<file path="src/rtl/sd_card_spi_mode_target_macros.svh">
// Assertion helpers for the SD SPI target.
`ifndef SD_CARD_SPI_MODE_TARGET_MACROS_SVH
`define SD_CARD_SPI_MODE_TARGET_MACROS_SVH

// Same-cycle implication, checked outside reset.
`define SDSPI_ASSERT_NOW(lbl, ante, cons, msg) \
  lbl: assert property (@(posedge clk_i) disable iff (!rst_ni) (ante) |-> (cons)) \
    else $error(msg);

// Next-cycle implication, checked outside reset.
`define SDSPI_ASSERT_NEXT(lbl, ante, cons, msg) \
  lbl: assert property (@(posedge clk_i) disable iff (!rst_ni) (ante) |=> (cons)) \
    else $error(msg);

`endif

</file>
<file path="src/rtl/sdspi_pkg.sv">
package sdspi_pkg;

  localparam int unsigned BLOCK_BYTES = 512;
  localparam int unsigned FRAME_BYTES = 515;

  localparam logic [7:0] BYTE_FF       = 8'hFF;
  localparam logic [7:0] TOKEN_SINGLE  = 8'hFE;
  localparam logic [7:0] TOKEN_MULTI   = 8'hFC;
  localparam logic [7:0] DATA_ACCEPTED = 8'hE5;
  localparam logic [7:0] R1_PARAM_ERR  = 8'h40;
  localparam logic [7:0] R1_ILLEGAL    = 8'h04;

  localparam logic [5:0] CMD_GO_IDLE      = 6'd0;
  localparam logic [5:0] CMD_SEND_OP_COND = 6'd1;
  localparam logic [5:0] CMD_SEND_IF_COND = 6'd8;
  localparam logic [5:0] CMD_STOP_TRAN    = 6'd12;
  localparam logic [5:0] CMD_SET_BLOCKLEN = 6'd16;
  localparam logic [5:0] CMD_READ_SINGLE  = 6'd17;
  localparam logic [5:0] CMD_READ_MULTI   = 6'd18;
  localparam logic [5:0] CMD_WRITE_SINGLE = 6'd24;
  localparam logic [5:0] CMD_WRITE_MULTI  = 6'd25;

  typedef enum logic [1:0] {
    WM_OFF,
    WM_SINGLE,
    WM_MULTI
  } wmode_e;

  typedef enum logic [4:0] {
    ST_CLEAR,
    ST_IDLE,
    ST_PUSH,
    ST_POP,
    ST_WSKIP,
    ST_WDATA,
    ST_WCRC,
    ST_WEND,
    ST_MR,
    ST_LOOP,
    ST_SKIP,
    ST_CAP,
    ST_EXEC,
    ST_R8,
    ST_STOP,
    ST_GAP,
    ST_BTOK,
    ST_BRD,
    ST_BPUSH,
    ST_BCRC
  } state_e;

  typedef enum logic [3:0] {
    PB_R1,
    PB_R1_LEN,
    PB_R1_ILL,
    PB_00,
    PB_01,
    PB_FF,
    PB_FE,
    PB_E5,
    PB_ARG,
    PB_IMG
  } push_sel_e;

  typedef struct packed {
    logic      accept;
    logic      pwr_ff;
    logic      cmd_push;
    logic      cmd_pop;
    logic      resp_pop;
    logic      resp_push;
    push_sel_e push_sel;
    logic      resp_clear;
    logic      cap_first;
    logic      cap_arg;
    logic      img_rd;
    logic      img_wr;
    logic      clr_step;
    logic      pos_zero;
    logic      pos_load;
    logic      idle_set;
    logic      idle_clr;
    logic      multi_set;
    logic      multi_clr;
    logic      wmode_set;
    wmode_e    wmode_val;
    logic      wmode_clr;
  } ctrl_t;

  typedef struct packed {
    logic       cmd_empty;
    logic       cmd_ge6;
    logic       cmd_ge_frame;
    logic       cmd_ok;
    logic [7:0] cmd_head;
    logic       resp_empty;
    logic       resp_ok;
    logic       resp_head_ff;
    wmode_e     wmode;
    logic       multi;
    logic [5:0] idx;
    logic       clr_done;
    logic       mosi_hi;
    logic       out_free;
  } stat_t;

endpackage

</file>
<file path="src/rtl/sdspi_ctrl.sv">
module sdspi_ctrl #(
  parameter int unsigned READ_GAP_BYTES  = 4,
  parameter int unsigned STOP_BUSY_BYTES = 8
) (
  input  logic              clk_i,
  input  logic              rst_ni,
  input  logic              in_valid_i,
  input  logic              card_powered_i,
  input  sdspi_pkg::stat_t  stat_i,
  output logic              in_stall_o,
  output sdspi_pkg::ctrl_t  ctrl_o
);
  import sdspi_pkg::*;

  localparam int unsigned CNT_W =
      $clog2(BLOCK_BYTES + READ_GAP_BYTES + STOP_BUSY_BYTES + 4);
  localparam int unsigned STOP_LEN = STOP_BUSY_BYTES + 4;

  state_e           state_q, state_d;
  logic [CNT_W-1:0] cnt_q, cnt_d;
  logic             acc;
  logic [7:0]       want;

  assign acc  = (state_q == ST_IDLE) && in_valid_i && stat_i.out_free;
  assign want = (stat_i.wmode == WM_SINGLE) ? TOKEN_SINGLE : TOKEN_MULTI;
  assign in_stall_o = !((state_q == ST_IDLE) && stat_i.out_free);

  always_ff @(posedge clk_i or negedge rst_ni) begin
    if (!rst_ni) begin
      state_q <= ST_CLEAR;
      cnt_q   <= '0;
    end else begin
      state_q <= state_d;
      cnt_q   <= cnt_d;
    end
  end

  // Next state
  always_comb begin
    state_d = state_q;
    cnt_d   = cnt_q;
    unique case (state_q)
      ST_CLEAR: if (stat_i.clr_done) state_d = ST_IDLE;
      ST_IDLE:  if (acc && card_powered_i) state_d = ST_PUSH;
      ST_PUSH:  state_d = ST_POP;
      ST_POP: begin
        if (stat_i.resp_empty || stat_i.resp_ok) begin
          if (stat_i.wmode != WM_OFF) begin
            state_d = stat_i.resp_head_ff ? ST_WSKIP : ST_IDLE;
          end else begin
            state_d = ST_MR;
          end
        end
      end
      ST_WSKIP: begin
        if (stat_i.cmd_empty) begin
          state_d = ST_IDLE;
        end else if (stat_i.cmd_ok && stat_i.cmd_head != BYTE_FF) begin
          if (stat_i.cmd_head != want || !stat_i.cmd_ge_frame) begin
            state_d = ST_IDLE;
          end else begin
            state_d = ST_WDATA;
            cnt_d   = '0;
          end
        end
      end
      ST_WDATA: begin
        if (stat_i.cmd_ok) begin
          if (cnt_q == CNT_W'(BLOCK_BYTES - 1)) begin
            state_d = ST_WCRC;
            cnt_d   = '0;
          end else begin
            cnt_d = cnt_q + 1'b1;
          end
        end
      end
      ST_WCRC: begin
        if (cnt_q == CNT_W'(1)) state_d = ST_WEND;
        cnt_d = cnt_q + 1'b1;
      end
      ST_WEND: state_d = ST_MR;
      ST_MR: begin
        state_d = (stat_i.multi && stat_i.resp_empty) ? ST_BTOK : ST_LOOP;
        cnt_d   = '0;
      end
      ST_LOOP: state_d = stat_i.cmd_ge6 ? ST_SKIP : ST_IDLE;
      ST_SKIP: begin
        if (stat_i.cmd_empty) begin
          state_d = ST_IDLE;
        end else if (stat_i.cmd_ok && !stat_i.cmd_head[7]) begin
          state_d = stat_i.cmd_ge6 ? ST_CAP : ST_IDLE;
          cnt_d   = '0;
        end
      end
      ST_CAP: begin
        if (stat_i.cmd_ok) begin
          if (cnt_q == CNT_W'(5)) begin
            state_d = ST_EXEC;
          end
          cnt_d = cnt_q + 1'b1;
        end
      end
      ST_EXEC: begin
        cnt_d = '0;
        unique case (stat_i.idx) inside
          CMD_SEND_IF_COND: state_d = ST_R8;
          CMD_STOP_TRAN:    state_d = ST_STOP;
          CMD_READ_SINGLE, CMD_READ_MULTI:
            state_d = (READ_GAP_BYTES > 1) ? ST_GAP : ST_BTOK;
          default:          state_d = ST_LOOP;
        endcase
      end
      ST_R8: begin
        if (cnt_q == CNT_W'(3)) state_d = ST_LOOP;
        cnt_d = cnt_q + 1'b1;
      end
      ST_STOP: begin
        if (cnt_q == CNT_W'(STOP_LEN - 1)) state_d = ST_LOOP;
        cnt_d = cnt_q + 1'b1;
      end
      ST_GAP: begin
        if (cnt_q == CNT_W'(READ_GAP_BYTES - 2)) begin
          state_d = ST_BTOK;
          cnt_d   = '0;
        end else begin
          cnt_d = cnt_q + 1'b1;
        end
      end
      ST_BTOK: begin
        state_d = ST_BRD;
        cnt_d   = '0;
      end
      ST_BRD: state_d = ST_BPUSH;
      ST_BPUSH: begin
        if (cnt_q == CNT_W'(BLOCK_BYTES - 1)) begin
          state_d = ST_BCRC;
          cnt_d   = '0;
        end else begin
          state_d = ST_BRD;
          cnt_d   = cnt_q + 1'b1;
        end
      end
      ST_BCRC: begin
        if (cnt_q == CNT_W'(1)) state_d = ST_LOOP;
        cnt_d = cnt_q + 1'b1;
      end
      default: state_d = ST_IDLE;
    endcase
  end

  // Outputs
  always_comb begin
    ctrl_o          = '0;
    ctrl_o.push_sel = PB_FF;
    ctrl_o.wmode_val = WM_OFF;
    unique case (state_q)
      ST_CLEAR: begin
        ctrl_o.clr_step = !stat_i.clr_done;
        ctrl_o.pos_zero = stat_i.clr_done;
      end
      ST_IDLE: begin
        ctrl_o.accept = acc;
        ctrl_o.pwr_ff = acc && !card_powered_i;
      end
      ST_PUSH: begin
        ctrl_o.cmd_push = !stat_i.cmd_empty || (stat_i.wmode != WM_OFF) || !stat_i.mosi_hi;
      end
      ST_POP: ctrl_o.resp_pop = stat_i.resp_empty || stat_i.resp_ok;
      ST_WSKIP: begin
        if (!stat_i.cmd_empty && stat_i.cmd_ok) begin
          if (stat_i.cmd_head == BYTE_FF) begin
            ctrl_o.cmd_pop = 1'b1;
          end else if (stat_i.cmd_head != want) begin
            // any other token ends write mode and is dropped
            ctrl_o.cmd_pop   = 1'b1;
            ctrl_o.wmode_clr = 1'b1;
          end else if (stat_i.cmd_ge_frame) begin
            ctrl_o.cmd_pop = 1'b1;
          end
        end
      end
      ST_WDATA: begin
        ctrl_o.img_wr  = stat_i.cmd_ok;
        ctrl_o.cmd_pop = stat_i.cmd_ok;
      end
      ST_WCRC: ctrl_o.cmd_pop = 1'b1;
      ST_WEND: begin
        ctrl_o.resp_push = 1'b1;
        ctrl_o.push_sel  = PB_E5;
        ctrl_o.wmode_clr = (stat_i.wmode == WM_SINGLE);
      end
      ST_SKIP: begin
        ctrl_o.cmd_pop = !stat_i.cmd_empty && stat_i.cmd_ok && stat_i.cmd_head[7];
      end
      ST_CAP: begin
        ctrl_o.cmd_pop   = stat_i.cmd_ok;
        ctrl_o.cap_first = stat_i.cmd_ok && (cnt_q == '0);
        ctrl_o.cap_arg   = stat_i.cmd_ok && (cnt_q != '0) && (cnt_q != CNT_W'(5));
      end
      ST_EXEC: begin
        ctrl_o.resp_push = 1'b1;
        unique case (stat_i.idx) inside
          CMD_GO_IDLE: begin
            ctrl_o.idle_set = 1'b1;
            ctrl_o.push_sel = PB_01;
          end
          CMD_SEND_OP_COND: begin
            ctrl_o.idle_clr = 1'b1;
            ctrl_o.push_sel = PB_00;
          end
          CMD_SEND_IF_COND: ctrl_o.push_sel = PB_R1;
          CMD_STOP_TRAN: begin
            ctrl_o.resp_push  = 1'b0;
            ctrl_o.resp_clear = 1'b1;
            ctrl_o.multi_clr  = 1'b1;
          end
          CMD_SET_BLOCKLEN: ctrl_o.push_sel = PB_R1_LEN;
          CMD_READ_SINGLE, CMD_READ_MULTI: begin
            ctrl_o.push_sel  = PB_R1;
            ctrl_o.pos_load  = 1'b1;
            ctrl_o.multi_set = (stat_i.idx == CMD_READ_MULTI);
          end
          CMD_WRITE_SINGLE, CMD_WRITE_MULTI: begin
            ctrl_o.push_sel  = PB_R1;
            ctrl_o.pos_load  = 1'b1;
            ctrl_o.wmode_set = 1'b1;
            ctrl_o.wmode_val = (stat_i.idx == CMD_WRITE_MULTI) ? WM_MULTI : WM_SINGLE;
          end
          default: ctrl_o.push_sel = PB_R1_ILL;
        endcase
      end
      ST_R8: begin
        ctrl_o.resp_push = 1'b1;
        if (cnt_q == CNT_W'(2)) begin
          ctrl_o.push_sel = PB_01;
        end else if (cnt_q == CNT_W'(3)) begin
          ctrl_o.push_sel = PB_ARG;
        end else begin
          ctrl_o.push_sel = PB_00;
        end
      end
      ST_STOP: begin
        ctrl_o.resp_push = 1'b1;
        ctrl_o.push_sel  = (cnt_q < CNT_W'(2) || cnt_q == CNT_W'(STOP_LEN - 1)) ?
                           PB_FF : PB_00;
      end
      ST_GAP: ctrl_o.resp_push = 1'b1;
      ST_BTOK: begin
        ctrl_o.resp_push = 1'b1;
        ctrl_o.push_sel  = PB_FE;
      end
      ST_BRD: ctrl_o.img_rd = 1'b1;
      ST_BPUSH: begin
        ctrl_o.resp_push = 1'b1;
        ctrl_o.push_sel  = PB_IMG;
      end
      ST_BCRC: ctrl_o.resp_push = 1'b1;
      default: ;
    endcase
  end

endmodule
</file>
<file path="config.mk">
export PLATFORM = sky130hd
export DESIGN_NAME = sdspi_ctrl
export DESIGN_NICKNAME = d
export VERILOG_FILES = /design/src/rtl/sd_card_spi_mode_target_macros.svh /design/src/rtl/sdspi_pkg.sv /design/src/rtl/sdspi_ctrl.sv
export SDC_FILE = /design/constraint.sdc
export NUM_CORES = 1
export LEC_CHECK = 0
export BUFFER_PORTS_ARGS = -buffer_cell sky130_fd_sc_hd__buf_2
export CORE_ASPECT_RATIO = 0.8
export CORE_MARGIN = 2
export CORE_UTILIZATION = 40
export DETAILED_ROUTE_END_ITERATION = 16
export PLACE_DENSITY_LB_ADDON = 0.3
export SYNTH_ARGS = -nofsm -noshare
export SYNTH_HDL_FRONTEND = slang
export SYNTH_SLANG_ARGS = --single-unit
</file>
<file path="constraint.sdc">
create_clock -name clk_i -period 5.85 [get_ports clk_i]
set_clock_uncertainty 0.15 [all_clocks]
set_input_delay 1.4625 -clock clk_i [delete_from_list [all_inputs] [get_ports clk_i]]
set_output_delay 1.4625 -clock clk_i [all_outputs]
set_load 0.01 [all_outputs]
</file>
# Word level (Yosys, flattened, before mapping)
# Index checks and enable logic that the tools add are counted.
dict set report classes {
  add_sub_neg 1
  reduce_logical 41
  eq_ne 57
  order_cmp 1
  n_mux 68
}
# op n
set ops {}
lappend ops {{5-bit case mux with 20 select lines} 1}
lappend ops {{10-bit 2-to-1 mux} 9}
lappend ops {{5-bit 2-to-1 mux} 17}
lappend ops {{10-bit case mux with 8 select lines} 1}
lappend ops {{5-bit by 4-bit == test with 1-bit output, second input constant} 8}
lappend ops {{2-bit inequality test, second input constant} 16}
lappend ops {{6-bit by 5-bit == test with 1-bit output, second input constant} 5}
lappend ops {{4-bit case mux with 6 select lines} 1}
lappend ops {{10-bit by 2-bit == test with 1-bit output, second input constant} 2}
lappend ops {{5-bit by 3-bit == test with 1-bit output, second input constant} 4}
lappend ops {{5-bit == test, second input constant} 4}
lappend ops {{4-bit 2-to-1 mux} 5}
lappend ops {{1-bit 2-to-1 mux} 18}
lappend ops {{3-bit case mux with 5 select lines} 1}
lappend ops {{14-bit AND reduction} 1}
lappend ops {{1-bit logical AND} 13}
lappend ops {{6-bit by 4-bit == test with 1-bit output, second input constant} 2}
lappend ops {{2-bit 2-to-1 mux} 6}
lappend ops {{3-bit 2-to-1 mux} 4}
lappend ops {{10-bit by 1-bit adder with 10-bit output, second input constant} 1}
lappend ops {{10-bit by 1-bit == test with 1-bit output, second input constant} 1}
lappend ops {{10-bit by 3-bit == test with 1-bit output, second input constant} 1}
lappend ops {{10-bit by 4-bit == test with 1-bit output, second input constant} 1}
lappend ops {{10-bit by 9-bit == test with 1-bit output, second input constant} 1}
lappend ops {{29 further kinds} 45}
dict set report word_totals {
  word_cells 170
  ff_bits 15
  output_inout_bits 27
  input_bits 31
}

# Longest topological paths before layout
# Gate-level depths: netlist of run 1.
dict set report logic_depth {
  ltp_word 8
  depth_mapped 9
  ltp_nobuf 7
}

# Worst setup path after synthesis of run 1
# Ideal clock, no wire load.
dict set report synth_timing {
  kind {input port to output port}
  start {in stat_i[4] (netlist bit)}
  end {out ctrl_o[18] (netlist bit)}
  arrival_ns 2.951
  slack_ns 1.287
  required_ns 4.238
  n_path_buf 1
  stages 6
  path_cell_list {clkbuf_1 > or4_1 > or2_2 > nor2_1 > nor3_1 > o211ai_1}
}
# element line
set synth_rtl {}
lappend synth_rtl {{from (decl)} sdspi_ctrl.sv:9} ;# input sdspi_pkg::stat_t stat_i,
lappend synth_rtl {{to (decl)} sdspi_ctrl.sv:11} ;# output sdspi_pkg::ctrl_t ctrl_o

==> results.cfg, run 1 <==
[sta]
maxSlewHeadroom_pct = 33.3
finalWorstSetupSlack_ns = 1.16
max_slew.worst_pin.slew_ns = 0.996
setup_viol = 0
slew_viol_final = 0
max_freq_ghz = 0.213
tns_ns = 0
hold_violations = 0
timing.hold.ws_ns = 0.437
period_share_pct = 80.2
rsz0062_at_grt = false
period_needed_ns = 4.69

[min_path]
hold_path_class = register to register
holdPathStages = 1

[detailed_routing]
ant_nets = 0
remaining_drc_errors = 0
vias_per_cell = 6.00
drt-total-wl_mm = 6.27
via_count = 2407
firstDrtPassIters = 5
drt_iter0_markers = 271
avgRoutedWirePerCell_um = 15.6

[layout]
nNetsFinal = 375
layout.cells.most_common_list = 57 x buf_2, 34 x nor2_1, 28 x nand2_1
fillers = 505
syn_to_final_growth_pct = 17.2
final_common_cell = buf_2
drive_gt1_share_pct = 25.7
antenna_cells = 0

[yosys]
synthXorXnorAreaFrac_pct = 0.431
synth_edf_count = 0
synth_compound_area_share_pct = 25.6
netlist.area_leader.share_pct = 18.5
synth_mux_area_share_pct = 3.81
syn_area_um2 = 2030
async_flop_share_pct = 100
ys_seq_elements = 15
syn_inst = 295
syn-num-nets = 330
synth_top_cell_by_area = dfrtp_1
yosys_warnings = 0
avgSynthCellArea_um2 = 6.90
synthAdderAreaFrac_pct = 2.46
synth_top_family_by_area = simple AND/OR/NAND/NOR gates
synthSimpleGateAreaFrac_pct = 43.2
synth.distinct_cells = 55
synthFlopType = dfrtp_1
ys_top_cells_by_area = dfrtp_1 18%, nor2_1 6.3%, nand2b_1 5.8%
seq_area_frac_synth_pct = 18.5

[power_and_ir_drop]
intPower_uw = 433
power_leakage_uw = 0.000994
combPwrFrac_pct = 69.3
p_sw_uw = 459
p_clk_share_pct = 9.8
powerDensity_nw_per_um2 = 374
ir_drop_v = 0.000191
switching_share_pct = 51.5
p_seq_share_pct = 20.9

[global_routing]
grtUsageTotal_pct = 22.5
grt_pass1_vias = 2086
grt_max_degree = 28
grt_pass1_wl_mm = 10.3
overflow = 0
antenna_found_initial = 0

[clock_network]
clock_path_buffers = 2
root_buffer = clkbuf_8
post_cts_buffers = 0
cts_inserted_buffers = 3
hold_buffers = 0
cts_resized = 0
clk_pin_slew_ns = 0.06
clock_sinks = 15
cts.htree.levels = 1
insertion_delay_ns = 0.26
cts_tree = yes

[worst_setup_path]
worstRegToRegCells = 6
cpMostUsedCell = buf_2
worst-path-buf-inv = 2
path_depth = 7
cp_cell_sequence = buf_2, or4b_2, or3_1, a21oi_1, o22ai_1, nand3b_1, buf_2
cp_top_family = simple AND/OR/NAND/NOR gates
end_kind = output pin
slowest_stage = or4b_2
critPathArrivalTime_ns = 3.08
critPathLaunchType = input pin
path_class = input pin to output pin
cp.required_ns = 4.24
cp_max_fo = 7
cpPeakStageDelay_ns = 0.70

[floorplan]
dieWidth_um = 83.7
io_pins = 58
coreArea_um2 = 4950
placementRows = 23
fp.dieH_um = 67.8
start_util_pct = 41.1
dieArea_um2 = 5680

[placement]
gp_congestion = 1.06
post-place-ws_ns = 1.17
hpwl_mm = 4.88
io_buffers = 57

[job]
drv_cap = 0

[status]
outcome = complete, no violations
==> power groups by stage <==
stage	Sequential [µW]	Clock (µW)	Combinational (µW)
2_1_floorplan	155	0	490
3_3_place_gp	184	0	612
4_1_cts	184	89.6	616
5_1_grt	192	96.5	678
6_report	186	87.7	618
3_5_place_dp	185	0	613
==> worst paths after layout <==
kind	start	slack [ns]	to
hold / removal	cnt_q[0]	0.44	cnt_q[0]
setup / recovery	stat_i[6]	1.16	ctrl_o[16]
max in group asynchronous	rst_ni	4.34	cnt_q[7]
min in group asynchronous	rst_ni	0.95	cnt_q[6]
setup reg to reg	state_q[1]	2.55	cnt_q[9]
hold reg to reg	cnt_q[0]	0.44	cnt_q[0]
==> state kept, by name (all words and copies together) (netlist names) <==
| signal | count |
|---|---|
| cnt_q | 10 |
| state_q | 5 |
==> layout make-up <==
type	instances	area (µm²)	area share, %
Clock inverter	1	5.00	0.210
Sequential cell	15	375	15.7
Multi-Input combinational cell	249	1540	64.4
Timing Repair Buffer	60	308	12.9
Tap cell	62	77.6	3.25
Inverter	11	41.3	1.73
Clock buffer	3	41.3	1.73
==> synth_stat cells, types with 6 or more instances <==
| cell | count |
|---|---|
| or3_1 | 11 |
| dfrtp_1 | 15 |
| a21oi_1 | 14 |
| nor2_1 | 34 |
| clkbuf_1 | 16 |
| inv_1 | 11 |
| nor3_1 | 15 |
| mux2_2 | 6 |
| nand2_1 | 28 |
| o22ai_1 | 6 |
| o21ai_0 | 13 |
| or2_2 | 6 |
| nand2b_1 | 19 |
| nand3_1 | 11 |
==> stage by stage <==
stage,power (µW),std cells,instance area (µm²),util [%]
4_1_cts,890,401,2380,48.2
3_3_place_gp,796,397,2340,47.2
2_1_floorplan,645,295,2030,-
6_report,892,401,2380,48.2
5_1_grt,967,401,2380,48.2
3_5_place_dp,798,397,2340,47.2
==> worst register-to-register path: stages, from the launching register on <==
cell and delay (ns):
dfrtp_1 0.68, or3b_2 0.59, a211oi_1 0.54, o22ai_1 0.18, o211ai_1 0.46, nor2b_1 0.30
a22o_1 0.28
==> routing by layer <==
metal / vias to the layer above / wire length [µm] / global-route usage (%) / share of wire [%]
met5: - / 0 / 0 / 0
met2: 114 / 2740 / 34.8 / 44
met1: 1100 / 2950 / 32.7 / 47
li1: 1179 / - / - / -
met3: 14 / 453 / 2.32 / 7.2
met4: 0 / 123 / 7.46 / 2.0
==> logic make-up (layout without fill, tap and decap cells) <==
group	Yosys count	in the layout
buffers and inverters	31	75
multiplexers	7	7
AO/OA/AOI/OAI	76	76
AND/OR/NAND/NOR	161	161
flip-flops	15	15
adder cells (fa/ha/maj)	4	4
XOR/XNOR	1	1
Note: power is estimated with default switching activity, not from simulation.
==> run 2, diff against run 1 <==
==> constraint.sdc (replaced) <==
create_clock -name clk_i -period 4.4 [get_ports clk_i]
set_clock_uncertainty 0.15 [all_clocks]
set_input_delay 1.1 -clock clk_i [delete_from_list [all_inputs] [get_ports clk_i]]
set_output_delay 1.1 -clock clk_i [all_outputs]
set_load 0.01 [all_outputs]
==> run 2 against run 1 <==
Against the previous run:
- sequential power up 11%
- flip-flop and latch count unchanged
- combinational power up 45%
- global-route usage down 0.33 points
- non-clock buffer count is 5 higher
- wire length rose by 1.4%
- via count rose by 0.21%
- register-to-register slack worse by 1.3 ns
- core utilization up 0.76 points
- critical path depth stayed put
- largest power group unchanged
==> results.cfg, run 2 (synthesis gave the netlist of run 1 again) <==
[sta]
tns_ns = 0
max_freq_ghz = 0.251
hold_violations = 0
period_needed_ns = 3.98
max_slew.worst_pin.slew_ns = 1.03
rsz0062_at_grt = false
maxSlewHeadroom_pct = 30.7
period_share_pct = 90.4
slew_viol_final = 0
setup_viol = 0

[power_and_ir_drop]
power.total_uw = 1220
ir_drop_v = 0.000279
powerDensity_nw_per_um2 = 502
power_leakage_uw = 0.00102

[detailed_routing]
firstDrtPassIters = 5
via_count = 2412
ant_nets = 0
vias_per_cell = 5.94
drt-total-wl_mm = 6.36
drt_iter0_markers = 290
remaining_drc_errors = 0
avgRoutedWirePerCell_um = 15.7

[worst_setup_path]
r2r_slack_ns = 1.23
worstRegToRegCells = 6
critPathArrivalTime_ns = 2.73
cp_max_fo = 7
startpoint = stat_i[6]
end_kind = output pin
timing.rr.start = state_q[2]
path_class = input pin to output pin
cp-endpoint = ctrl_o[16]
cp.required_ns = 3.15
worstReg2RegEnd = cnt_q[5]
critPathLaunchType = input pin

[floorplan]
coreArea_um2 = 4950
fp.dieH_um = 67.8
placementRows = 23
start_util_pct = 41.1
io_pins = 58
dieWidth_um = 83.7
dieArea_um2 = 5680

[clock_network]
clock_path_buffers = 2
cts_inserted_buffers = 3
cts_tree = yes
hold_buffers = 0
insertion_delay_ns = 0.24
cts_resized = 0
clock_sinks = 15
cts.htree.levels = 1
post_cts_buffers = 0
clk_pin_slew_ns = 0.06
root_buffer = clkbuf_8

[placement]
place_area_um2 = 2380
io_buffers = 57
gp_congestion = 1.04
hpwl_mm = 5.01
dp.cells = 402

[layout]
finalNonFillerCells = 406
multi_input_area_um2 = 1540
reg_top3 = cnt_q: 10 flops, state_q: 5 flops
antenna_cells = 0
regArea_um2 = 375
drive_gt1_share_pct = 26.7
syn_to_final_growth_pct = 19.1
layout.cells.most_common_list = 57 x buf_2, 34 x nor2_1, 28 x nand2_1
largest_reg_flops = 10
final_common_cell = buf_2
top_register = cnt_q
utilization_pct = 48.9
nNetsFinal = 380
fin_area_um2 = 2420
fillers = 522

[global_routing]
grt_pass1_wl_mm = 10.4
grt_max_degree = 27
overflow = 0
grtUsageTotal_pct = 22.1
antenna_found_initial = 0
grt_pass1_vias = 2115

[min_path]
hold_start = cnt_q[0]
holdPathStages = 1
hold_path_class = register to register

[status]
outcome = complete, no violations

[job]
drv_cap = 0
## run 2: worst min-delay path by stage
stage               slack (ns)  endpoint
floorplan                 0.38  cnt_q[0]
global placement          0.42  cnt_q[5]
detailed placement        0.43  cnt_q[0]
CTS                       0.44  cnt_q[0]
global route              0.48  cnt_q[0]
finish                    0.44  cnt_q[0]
## run 2: layout make-up
type / instances / share of cell area, %
clock buffer: 3 / 1.70
clock inverter: 1 / 0.207
inverter: 11 / 1.70
multi-input combinational: 249 / 63.4
sequential: 15 / 15.5
tap: 62 / 3.20
timing repair buffer: 65 / 14.3
## run 2: metrics by stage
step	worst slack, ns	hold slack, ns
CTS	0.453	0.443
detailed placement	0.455	0.435
global route	0.303	0.478
global placement	0.474	0.423
finish	0.422	0.437
floorplan	0.562	0.382
## run 2: power by group
group / switching, µW / total (µW) / internal [µW]
registers: 33.1 / 207 / 174
clock network: 46.8 / 109 / 62.6
logic: 537 / 899 / 361
## run 2: routing by layer
layer / global-route usage, % / vias up / share of wire (%)
met5: 0 / - / 0
met4: 2.02 / 0 / 0
met3: 2.69 / 0 / 7.7
met2: 34.2 / 113 / 44
met1: 34.0 / 1111 / 49
li1: - / 1188 / -
## run 2: worst max-delay path: stages
cell and delay, ns:
buf_2 0.13, or4b_2 0.71, or3_1 0.34, a21oi_1 0.15, o22ai_1 0.08, nand3b_1 0.09
buf_2 0.13
